$ cat src/design/ktpr_pkg.sv
package ktpr_pkg;

    // Table geometry
    localparam int ENTRIES = 16;
    localparam int IDX_W   = (ENTRIES > 1) ? $clog2(ENTRIES) : 1;
    localparam int CNT_W   = $clog2(ENTRIES + 1);

    // Fixed field widths
    localparam int KEY_W   = 31;
    localparam int SCORE_W = 31;
    localparam int MODE_W  = 2;
    localparam int SLOT_W  = 4;
    localparam int STAT_W  = 3;
    localparam int CFG_W   = 5;

    localparam logic [CFG_W-1:0] ACTIVE_RESET = CFG_W'(16);

    // Operation codes
    localparam logic [MODE_W-1:0] MODE_LOOKUP = 2'd0;
    localparam logic [MODE_W-1:0] MODE_ADD    = 2'd1;
    localparam logic [MODE_W-1:0] MODE_LOAD   = 2'd2;

    typedef enum logic [STAT_W-1:0] {
        ST_HIT      = 3'd0,
        ST_MISS     = 3'd1,
        ST_UPDATED  = 3'd2,
        ST_REPLACED = 3'd3,
        ST_DROPPED  = 3'd4,
        ST_LOADED   = 3'd5
    } t_status;

    // Command broadcast to every cell in the execute cycle
    typedef struct packed {
        logic                exec;
        logic [MODE_W-1:0]   mode;
        logic [KEY_W-1:0]    key;
        logic [SCORE_W-1:0]  score;
        logic [SLOT_W-1:0]   load_slot;
    } t_cmd;

    // Priority chain passed from cell to cell, lowest slot first
    typedef struct packed {
        logic                hit;
        logic                cand;
        logic [IDX_W-1:0]    hit_idx;
        logic [IDX_W-1:0]    cand_idx;
        logic [SCORE_W-1:0]  hit_score;
    } t_chain;

endpackage

$ cat src/design/ktpr_if.sv
// Input item channel
interface ktpr_in_if;
    logic                           valid;
    logic                           ready;
    logic [ktpr_pkg::MODE_W-1:0]    mode;
    logic [ktpr_pkg::KEY_W-1:0]     book_key;
    logic [ktpr_pkg::SCORE_W-1:0]   score_in;
    logic [ktpr_pkg::SLOT_W-1:0]    load_slot;

    modport source (output valid, output mode, output book_key, output score_in,
                    output load_slot, input ready);
    modport sink   (input valid, input mode, input book_key, input score_in,
                    input load_slot, output ready);
endinterface

// Result channel
interface ktpr_out_if;
    logic                           valid;
    logic                           ready;
    logic [ktpr_pkg::STAT_W-1:0]    status;
    logic [ktpr_pkg::SCORE_W-1:0]   score_out;
    logic [ktpr_pkg::SLOT_W-1:0]    slot_index;

    modport source (output valid, output status, output score_out,
                    output slot_index, input ready);
    modport sink   (input valid, input status, input score_out,
                    input slot_index, output ready);
endinterface

$ cat src/design/ktpr_cell.sv
module ktpr_cell (
    input  logic                         i_clk,
    input  logic                         i_rst_n,
    input  logic [ktpr_pkg::IDX_W-1:0]   i_id,
    input  logic                         i_act,
    input  ktpr_pkg::t_cmd               i_cmd,
    input  logic                         i_any_hit,
    input  ktpr_pkg::t_chain             i_chain,
    output ktpr_pkg::t_chain             o_chain,
    output logic                         o_wr
);

    logic [ktpr_pkg::KEY_W-1:0]   r_key;
    logic [ktpr_pkg::SCORE_W-1:0] r_score;
    logic                         r_valid;

    logic w_match;
    logic w_cand;
    logic w_hit_first;
    logic w_cand_first;
    logic w_upd;
    logic w_repl;
    logic w_load;

    // Local compares
    assign w_match = i_act && r_valid && (r_key == i_cmd.key);
    assign w_cand  = i_act && (!r_valid || (r_score <= i_cmd.score));

    // First match / first candidate along the chain
    assign w_hit_first  = w_match && !i_chain.hit;
    assign w_cand_first = w_cand && !i_chain.cand;

    always_comb begin
        o_chain           = i_chain;
        o_chain.hit       = i_chain.hit || w_match;
        o_chain.cand      = i_chain.cand || w_cand;
        if (w_hit_first) begin
            o_chain.hit_idx   = i_id;
            o_chain.hit_score = r_score;
        end
        if (w_cand_first) begin
            o_chain.cand_idx = i_id;
        end
    end

    // Write decisions
    assign w_upd  = i_cmd.exec && (i_cmd.mode == ktpr_pkg::MODE_ADD) && w_hit_first;
    assign w_repl = i_cmd.exec && (i_cmd.mode == ktpr_pkg::MODE_ADD) && !i_any_hit
                    && w_cand_first;
    assign w_load = i_cmd.exec && (i_cmd.mode == ktpr_pkg::MODE_LOAD)
                    && (32'(i_cmd.load_slot) == 32'(i_id));
    assign o_wr   = w_upd || w_repl || w_load;

    // Slot payload, no reset
    always_ff @(posedge i_clk) begin
        if (w_repl || w_load) begin
            r_key <= i_cmd.key;
        end
        if (o_wr) begin
            r_score <= i_cmd.score;
        end
    end

    // Valid mark
    always_ff @(posedge i_clk) begin
        if (!i_rst_n) begin
            r_valid <= 1'b0;
        end else if (w_repl || w_load) begin
            r_valid <= 1'b1;
        end
    end

endmodule

$ cat src/design/keyed_table_priority_replace_top.sv
// Keyed score table with priority replacement.
// Input channel i_in carries one operation per transfer: lookup, add/update
// or direct slot load. Output channel o_out returns exactly one result per
// operation, in order. The configuration port (i_cfg_we, i_cfg_wdata) sets
// the number of active slots; write it only while the block is idle.
// An accepted operation waits in the command register until it executes, and
// its result is then presented from the output register.
// Throughput: one operation per cycle unless the receiver stalls. The row of
// slot cells resolves the first matching key and the first replaceable slot
// through a priority chain that runs cell to cell within the execute cycle.
// Reset clears all valid marks and sets the active count to 16; keys and
// scores are not cleared. When the receiver stalls, the result is held in
// the output register; one more operation may be accepted and waits in the
// command register, after which i_in.ready drops until the result is taken.
module keyed_table_priority_replace_top (
    input  logic                             i_clk,
    input  logic                             i_rst_n,
    ktpr_in_if.sink                          i_in,
    ktpr_out_if.source                       o_out,
    input  logic                             i_cfg_we,
    input  logic [ktpr_pkg::CFG_W-1:0]       i_cfg_wdata
);

    logic [ktpr_pkg::CFG_W-1:0]   r_cfg;
    logic [ktpr_pkg::CNT_W-1:0]   w_act_cnt;

    logic                         r_busy;
    logic                         n_busy;
    ktpr_pkg::t_cmd               r_cmd;
    ktpr_pkg::t_cmd               w_cmd;

    logic                         r_out_valid;
    logic                         n_out_valid;
    ktpr_pkg::t_status            r_status;
    ktpr_pkg::t_status            n_status;
    logic [ktpr_pkg::SCORE_W-1:0] r_score_out;
    logic [ktpr_pkg::SCORE_W-1:0] n_score_out;
    logic [ktpr_pkg::SLOT_W-1:0]  r_slot_idx;
    logic [ktpr_pkg::SLOT_W-1:0]  n_slot_idx;

    logic                         w_accept;
    logic                         w_exec;
    logic                         w_any_hit;
    logic [ktpr_pkg::ENTRIES-1:0] w_wr;
    ktpr_pkg::t_chain             w_chain [0:ktpr_pkg::ENTRIES];

    // Configuration register
    always_ff @(posedge i_clk) begin
        if (!i_rst_n) begin
            r_cfg <= ktpr_pkg::ACTIVE_RESET;
        end else if (i_cfg_we) begin
            r_cfg <= i_cfg_wdata;
        end
    end

    // Active count saturates at the table size
    always_comb begin
        if (32'(r_cfg) > 32'(ktpr_pkg::ENTRIES)) begin
            w_act_cnt = ktpr_pkg::CNT_W'(ktpr_pkg::ENTRIES);
        end else begin
            w_act_cnt = ktpr_pkg::CNT_W'(r_cfg);
        end
    end

    // Handshake: execute when the output register is free
    assign w_exec      = r_busy && (!r_out_valid || o_out.ready);
    assign i_in.ready  = !r_busy || w_exec;
    assign w_accept    = i_in.valid && i_in.ready;

    always_comb begin
        n_busy = r_busy;
        if (w_exec) begin
            n_busy = 1'b0;
        end
        if (w_accept) begin
            n_busy = 1'b1;
        end
    end

    always_ff @(posedge i_clk) begin
        if (!i_rst_n) begin
            r_busy <= 1'b0;
        end else begin
            r_busy <= n_busy;
        end
    end

    // Command register
    always_ff @(posedge i_clk) begin
        if (w_accept) begin
            r_cmd.exec      <= 1'b1;
            r_cmd.mode      <= i_in.mode;
            r_cmd.key       <= i_in.book_key;
            r_cmd.score     <= i_in.score_in;
            r_cmd.load_slot <= i_in.load_slot;
        end
    end

    always_comb begin
        w_cmd      = r_cmd;
        w_cmd.exec = w_exec;
    end

    // Row of slot cells
    assign w_chain[0] = '0;
    assign w_any_hit  = w_chain[ktpr_pkg::ENTRIES].hit;

    for (genvar g = 0; g < ktpr_pkg::ENTRIES; g++) begin : g_cell
        ktpr_cell u_cell (
            .i_clk     (i_clk),
            .i_rst_n   (i_rst_n),
            .i_id      (ktpr_pkg::IDX_W'(g)),
            .i_act     (32'(g) < 32'(w_act_cnt)),
            .i_cmd     (w_cmd),
            .i_any_hit (w_any_hit),
            .i_chain   (w_chain[g]),
            .o_chain   (w_chain[g+1]),
            .o_wr      (w_wr[g])
        );
    end

    // Result formation
    always_comb begin
        n_status    = ktpr_pkg::ST_MISS;
        n_score_out = '0;
        n_slot_idx  = '0;
        case (r_cmd.mode)
            ktpr_pkg::MODE_LOOKUP: begin
                if (w_any_hit) begin
                    n_status    = ktpr_pkg::ST_HIT;
                    n_score_out = w_chain[ktpr_pkg::ENTRIES].hit_score;
                    n_slot_idx  = ktpr_pkg::SLOT_W'(w_chain[ktpr_pkg::ENTRIES].hit_idx);
                end
            end
            ktpr_pkg::MODE_ADD: begin
                if (w_any_hit) begin
                    n_status   = ktpr_pkg::ST_UPDATED;
                    n_slot_idx = ktpr_pkg::SLOT_W'(w_chain[ktpr_pkg::ENTRIES].hit_idx);
                end else if (w_chain[ktpr_pkg::ENTRIES].cand) begin
                    n_status   = ktpr_pkg::ST_REPLACED;
                    n_slot_idx = ktpr_pkg::SLOT_W'(w_chain[ktpr_pkg::ENTRIES].cand_idx);
                end else begin
                    n_status   = ktpr_pkg::ST_DROPPED;
                end
            end
            ktpr_pkg::MODE_LOAD: begin
                if (32'(r_cmd.load_slot) < 32'(ktpr_pkg::ENTRIES)) begin
                    n_status   = ktpr_pkg::ST_LOADED;
                    n_slot_idx = r_cmd.load_slot;
                end else begin
                    n_status   = ktpr_pkg::ST_DROPPED;
                end
            end
            default: begin
                n_status = ktpr_pkg::ST_MISS;
            end
        endcase
    end

    // Output register
    always_comb begin
        n_out_valid = r_out_valid;
        if (o_out.ready) begin
            n_out_valid = 1'b0;
        end
        if (w_exec) begin
            n_out_valid = 1'b1;
        end
    end

    always_ff @(posedge i_clk) begin
        if (!i_rst_n) begin
            r_out_valid <= 1'b0;
        end else begin
            r_out_valid <= n_out_valid;
        end
    end

    always_ff @(posedge i_clk) begin
        if (w_exec) begin
            r_status    <= n_status;
            r_score_out <= n_score_out;
            r_slot_idx  <= n_slot_idx;
        end
    end

    assign o_out.valid      = r_out_valid;
    assign o_out.status     = r_status;
    assign o_out.score_out  = r_score_out;
    assign o_out.slot_index = r_slot_idx;

    // Checks
    a_one_writer: assert property (@(posedge i_clk) disable iff (!i_rst_n)
        $onehot0(w_wr))
        else $error("more than one slot written in one cycle");

    a_exec_gives_result: assert property (@(posedge i_clk) disable iff (!i_rst_n)
        w_exec |=> r_out_valid)
        else $error("executed operation left no result");

    a_cmd_held: assert property (@(posedge i_clk) disable iff (!i_rst_n)
        (r_busy && !w_exec) |=> r_busy)
        else $error("pending operation lost without executing");

    a_no_write_on_lookup: assert property (@(posedge i_clk) disable iff (!i_rst_n)
        (w_exec && (r_cmd.mode != ktpr_pkg::MODE_ADD)
         && (r_cmd.mode != ktpr_pkg::MODE_LOAD)) |-> (w_wr == '0))
        else $error("slot written by an operation that does not write");

endmodule
$ cat src/flat_wrapper.sv
// flat-port wrapper written by rule: the top's interface ports become plain ports
module keyed_table_priority_replace_top_flat 
  (i_clk, i_rst_n, i_cfg_we, i_cfg_wdata, i_in_valid, i_in_mode, i_in_book_key, i_in_score_in, i_in_load_slot, i_in_ready, o_out_valid, o_out_status, o_out_score_out, o_out_slot_index, o_out_ready);
  ktpr_in_if i_in_i ();
  ktpr_out_if o_out_i ();
  input  logic i_clk;
  input  logic i_rst_n;
  input  logic i_cfg_we;
  input  logic [ktpr_pkg::CFG_W-1:0] i_cfg_wdata;
  input wire logic [$bits(i_in_i.valid)-1:0] i_in_valid;
  input wire logic [$bits(i_in_i.mode)-1:0] i_in_mode;
  input wire logic [$bits(i_in_i.book_key)-1:0] i_in_book_key;
  input wire logic [$bits(i_in_i.score_in)-1:0] i_in_score_in;
  input wire logic [$bits(i_in_i.load_slot)-1:0] i_in_load_slot;
  output wire logic [$bits(i_in_i.ready)-1:0] i_in_ready;
  output wire logic [$bits(o_out_i.valid)-1:0] o_out_valid;
  output wire logic [$bits(o_out_i.status)-1:0] o_out_status;
  output wire logic [$bits(o_out_i.score_out)-1:0] o_out_score_out;
  output wire logic [$bits(o_out_i.slot_index)-1:0] o_out_slot_index;
  input wire logic [$bits(o_out_i.ready)-1:0] o_out_ready;
  assign i_in_i.valid = i_in_valid;
  assign i_in_i.mode = i_in_mode;
  assign i_in_i.book_key = i_in_book_key;
  assign i_in_i.score_in = i_in_score_in;
  assign i_in_i.load_slot = i_in_load_slot;
  assign i_in_ready = i_in_i.ready;
  assign o_out_valid = o_out_i.valid;
  assign o_out_status = o_out_i.status;
  assign o_out_score_out = o_out_i.score_out;
  assign o_out_slot_index = o_out_i.slot_index;
  assign o_out_i.ready = o_out_ready;
  keyed_table_priority_replace_top u_core (.i_clk(i_clk), .i_rst_n(i_rst_n), .i_in(i_in_i), .o_out(o_out_i), .i_cfg_we(i_cfg_we), .i_cfg_wdata(i_cfg_wdata));
endmodule
$ cat config.mk
export PLATFORM = sky130hd
export DESIGN_NAME = keyed_table_priority_replace_top_flat
export DESIGN_NICKNAME = d
export VERILOG_FILES = /design/src/design/ktpr_pkg.sv /design/src/design/ktpr_if.sv /design/src/design/ktpr_cell.sv /design/src/design/keyed_table_priority_replace_top.sv /design/src/flat_wrapper.sv
export SDC_FILE = /design/constraint.sdc
export NUM_CORES = 2
export LEC_CHECK = 0
export ABC_CLOCK_PERIOD_IN_PS = 8300
export BUFFER_PORTS_ARGS = -buffer_cell sky130_fd_sc_hd__buf_2
export CAP_MARGIN = 20
export CORE_MARGIN = 1
export CORE_UTILIZATION = 57
export DETAILED_ROUTE_END_ITERATION = 16
export PLACE_DENSITY = 0.83
export SYNTH_ARGS = -nofsm -noshare
export SYNTH_HDL_FRONTEND = slang
export SYNTH_SLANG_ARGS = --single-unit
$ cat constraint.sdc
create_clock -name i_clk -period 8.3 [get_ports i_clk]
set_clock_uncertainty 0.15 [all_clocks]
set_input_delay 0.415 -clock i_clk [delete_from_list [all_inputs] [get_ports i_clk]]
set_output_delay 0.415 -clock i_clk [all_outputs]
set_load 0.01 [all_outputs]
==> results.ini <==
[clocking]
clock-root-buffer = sky130_fd_sc_hd__clkbuf_16
cts_buffer_depth = 3
clock_latency_ps = 770
ctsHtreeMaxLevel = 3
cts_buffers = 110
tritoncts_clock_tree = done
clock_pin_slew_of_the_registers_on_the_worst_case_setup_and_hold_paths_ps = 70
cts_sink_cnt = 1121

[logic_synthesis]
post_synth_and_or_nand_nor_area_fraction_pct = 7.94
synthesis.nets = 4573
synthesis.area_mm2 = 0.0552
synthesized_area_fraction_occupied_by_ao_oa_aoi_and_oai_cells_pct = 9.37
synth_xor_area_share_pct = 7.84
post_synth_fa_ha_maj_area_fraction_pct = 11.2
synth-edff-count = 1098
multiplexer_share_of_the_synthesized_area_pct = 1.06
synth_top_cells_by_area = sky130_fd_sc_hd__edfxtp_1, sky130_fd_sc_hd__ha_1, sky130_fd_sc_hd__xnor2_1
asr_flop_ratio_synth_pct = 0
synth_top_family_by_area = adder cells
ys_dominant_reg_cell = sky130_fd_sc_hd__edfxtp_1
average_size_of_a_mapped_cell_um2 = 13.8
synthesis.yosys.warnings = 0
ys_seq_area_share_pct = 60.6
synth_top_area_cell = sky130_fd_sc_hd__edfxtp_1
syn-instance-count = 3999
synth.lib_cells_used.distinct = 88
yosys.area.top_type_share_pct = 59.7
yosys_reg_bits = 1121

[floorplanning]
fp.coreArea_mm2 = 0.0954
die_w_um = 313
floorplan.die_area_mm2 = 0.0981
num_rows = 113
ios = 118
die_y_um = 313
floorplan.initialDensity_pct = 57.8

[sta]
final-hold-violation-count = 0
finalSetupViolCount = 0
period_minus_slack_ps = 7250
tightestPinTransition_ps = 1210
relSlewSlack_pct = 18.6
timing.fmax_ghz = 0.138
drv_slew = 0
fin_tns_setup_ps = 0
final_period_utilization_pct = 87.3
setup_repair_after_global_routing_missed_its_margin = no

[drt]
totalWireLength_mm = 198
antenna_left = 0
route.met3.wl_mm = 26.7
routedWlPerCell_um = 35.0
top_routing_layer_used = met5
firstDrtPassIters = 8
wirelength_met1_mm = 68.2
first_iter_violations = 6559
met2WireLength_mm = 86.3
num_vias = 39600
routed_via_density = 6.99
drcViolationCount = 0

[layout]
post-route-util_pct = 65.6
fill_cells = 6713
layout-drive-gt1-share_pct = 11.0
area_delta_synth_final_pct = 13.4
final_nets = 4878
finish.cell_count_without_fillers = 5671

[pwr]
power.leakage_nw = 22.4
worst_ir_drop_vdd_mv = 0.221
pwr_density_cell_mw_per_mm2 = 200

[setup_path]
worst_setup_path_end_kind = flop
critical_path_peak_fanout = 33
cp_data_required_time_ps = 8490
critPathArrivalTime_ps = 7440
startpoint_type = flop
timing.setup.critical_path_class = reg -> reg

[global_route]
antenna_violations_before_repair = 9
global_route.overflow_total = 0
grt_first_pass_wirelength_mm = 276
grt_max_degree = 41
grt_pass1_vias = 38100
grt_usage_pct = 40.1

[placed_design]
gp_congestion = 1.08
place.detailed.instances = 5372
final_hpwl_from_detailed_placement_mm = 133
placement.io_buffers = 117

[flow_run]
maxCapViolations = 0

[min_path]
hp-class = in -> reg

[outcome]
status = complete, no violations

per-layer routing:
layer	vias to the layer above	global-route usage, %
li1	16300	-
met2	3441	60.6
met4	6	27.9
met5	-	0
met3	788	10.5
met1	19100	50.5
where the power goes:
part | total, mW | internal [mW] | switching (mW) | leakage [nW]
Sequential | 6.37 | 6.27 | 0.104 | 10.1
Clock | 5.34 | 3.05 | 2.29 | 1.86
Combinational | 0.786 | 0.283 | 0.503 | 10.4
logic make-up after synthesis:
logic type	count (synthesis)
compound gates	775
fa+ha+maj	496
mux	56
flops	1121
xor+xnor	494
buf+inv	238
simple gates	819
per-stage QoR:
stage	hold WS (ps)	worst slack [ps]	instance area (um^2)	total power, mW
after floorplan	291	1640	55200	6.89
after global placement	297	1750	57800	7.18
after detailed placement	305	1460	57800	7.21
after CTS	197	1380	62600	12.4
after global routing	206	1020	62600	12.8
final	214	1050	62600	12.5
sequential cells by signal, indices dropped and copies added, names as in the netlist:
register                      count
u_core.o_out.valid                1
u_core.r_busy                     1
u_core.r_cfg                      5
u_core.o_out.score_out           31
u_core.o_out.slot_index           4
u_core.o_out.status               3
u_core.g_cell.u_cell.r_valid     16
u_core.g_cell.u_cell.r_score    496
u_core.r_cmd                     68
u_core.g_cell.u_cell.r_key      496
timing repair:
action,CTS,global route
gates resized for setup,0,0
buffers inserted,0,0
endpoints found under the hold margin,83,0
hold buffers,84,0
cells in the final DEF, fill, tap and decap left out, types with 108 or more instances in the layout:
cell and instances:
sky130_fd_sc_hd__clkbuf_16 110, sky130_fd_sc_hd__xnor2_1 275, sky130_fd_sc_hd__edfxtp_1 1098, sky130_fd_sc_hd__xor2_1 219, sky130_fd_sc_hd__nor2_1 108, sky130_fd_sc_hd__o21ai_0 143, sky130_fd_sc_hd__nand4_1 178, sky130_fd_sc_hd__nand2_1 159
sky130_fd_sc_hd__nand3_1 109, sky130_fd_sc_hd__ha_1 496, sky130_fd_sc_hd__buf_4 120, sky130_fd_sc_hd__buf_2 117, sky130_fd_sc_hd__a21oi_1 197
cell usage after synthesis, types with 57 or more instances:
cell type,number
sky130_fd_sc_hd__edfxtp_1,1098
sky130_fd_sc_hd__ha_1,496
sky130_fd_sc_hd__xnor2_1,275
sky130_fd_sc_hd__xor2_1,219
sky130_fd_sc_hd__a21oi_1,197
sky130_fd_sc_hd__nand4_1,178
sky130_fd_sc_hd__nand2_1,160
sky130_fd_sc_hd__o21ai_0,147
sky130_fd_sc_hd__nor2_1,112
sky130_fd_sc_hd__nand3_1,111
sky130_fd_sc_hd__inv_1,105
sky130_fd_sc_hd__nor4_1,79
sky130_fd_sc_hd__clkbuf_1,57
cell type report:
| type | instances | area (um^2) | area share, % |
|---|---|---|---|
| Inverter | 105 | 394 | 0.630 |
| Tap cell | 1265 | 1580 | 2.53 |
| Multi-Input combinational cell | 2640 | 20900 | 33.3 |
| Clock buffer | 141 | 2970 | 4.74 |
| Sequential cell | 1121 | 33400 | 53.4 |
| Antenna cell | 7 | 17.5 | 0.0280 |
| Timing Repair Buffer | 326 | 2430 | 3.89 |
| Clock inverter | 66 | 901 | 1.44 |
final timing paths:
path,to,slack (ps),depth (start not counted),from
setup / recovery,u_core.g_cell[11].u_cell.r_score[8]$_DFFE_PP_,1050,15,u_core.r_cmd[27]$_DFFE_PP_
hold / removal,u_core.r_cmd[63]$_DFFE_PP_,210,2,i_in_book_key[28]
setup reg to reg,u_core.g_cell[11].u_cell.r_score[8]$_DFFE_PP_,1050,15,u_core.r_cmd[27]$_DFFE_PP_
hold reg to reg,u_core.g_cell[5].u_cell.r_valid$_SDFFE_PN0P_,320,1,u_core.g_cell[5].u_cell.r_valid$_SDFFE_PN0P_
worst max-delay path, stage by stage (launching register included):
cell and delay [ps]:
sky130_fd_sc_hd__edfxtp_1 770, sky130_fd_sc_hd__inv_1 560, sky130_fd_sc_hd__ha_1 460, sky130_fd_sc_hd__nand4_1 150, sky130_fd_sc_hd__nor4_1 780, sky130_fd_sc_hd__nand3_1 270
sky130_fd_sc_hd__a211oi_1 260, sky130_fd_sc_hd__o31ai_1 150, sky130_fd_sc_hd__a21oi_1 410, sky130_fd_sc_hd__nand4_1 310, sky130_fd_sc_hd__nor4b_2 460, sky130_fd_sc_hd__or3b_1 410
sky130_fd_sc_hd__o21ai_2 70, sky130_fd_sc_hd__buf_4 380, sky130_fd_sc_hd__a21o_2 700, sky130_fd_sc_hd__buf_4 500
(Power assumes the default switching activity.)
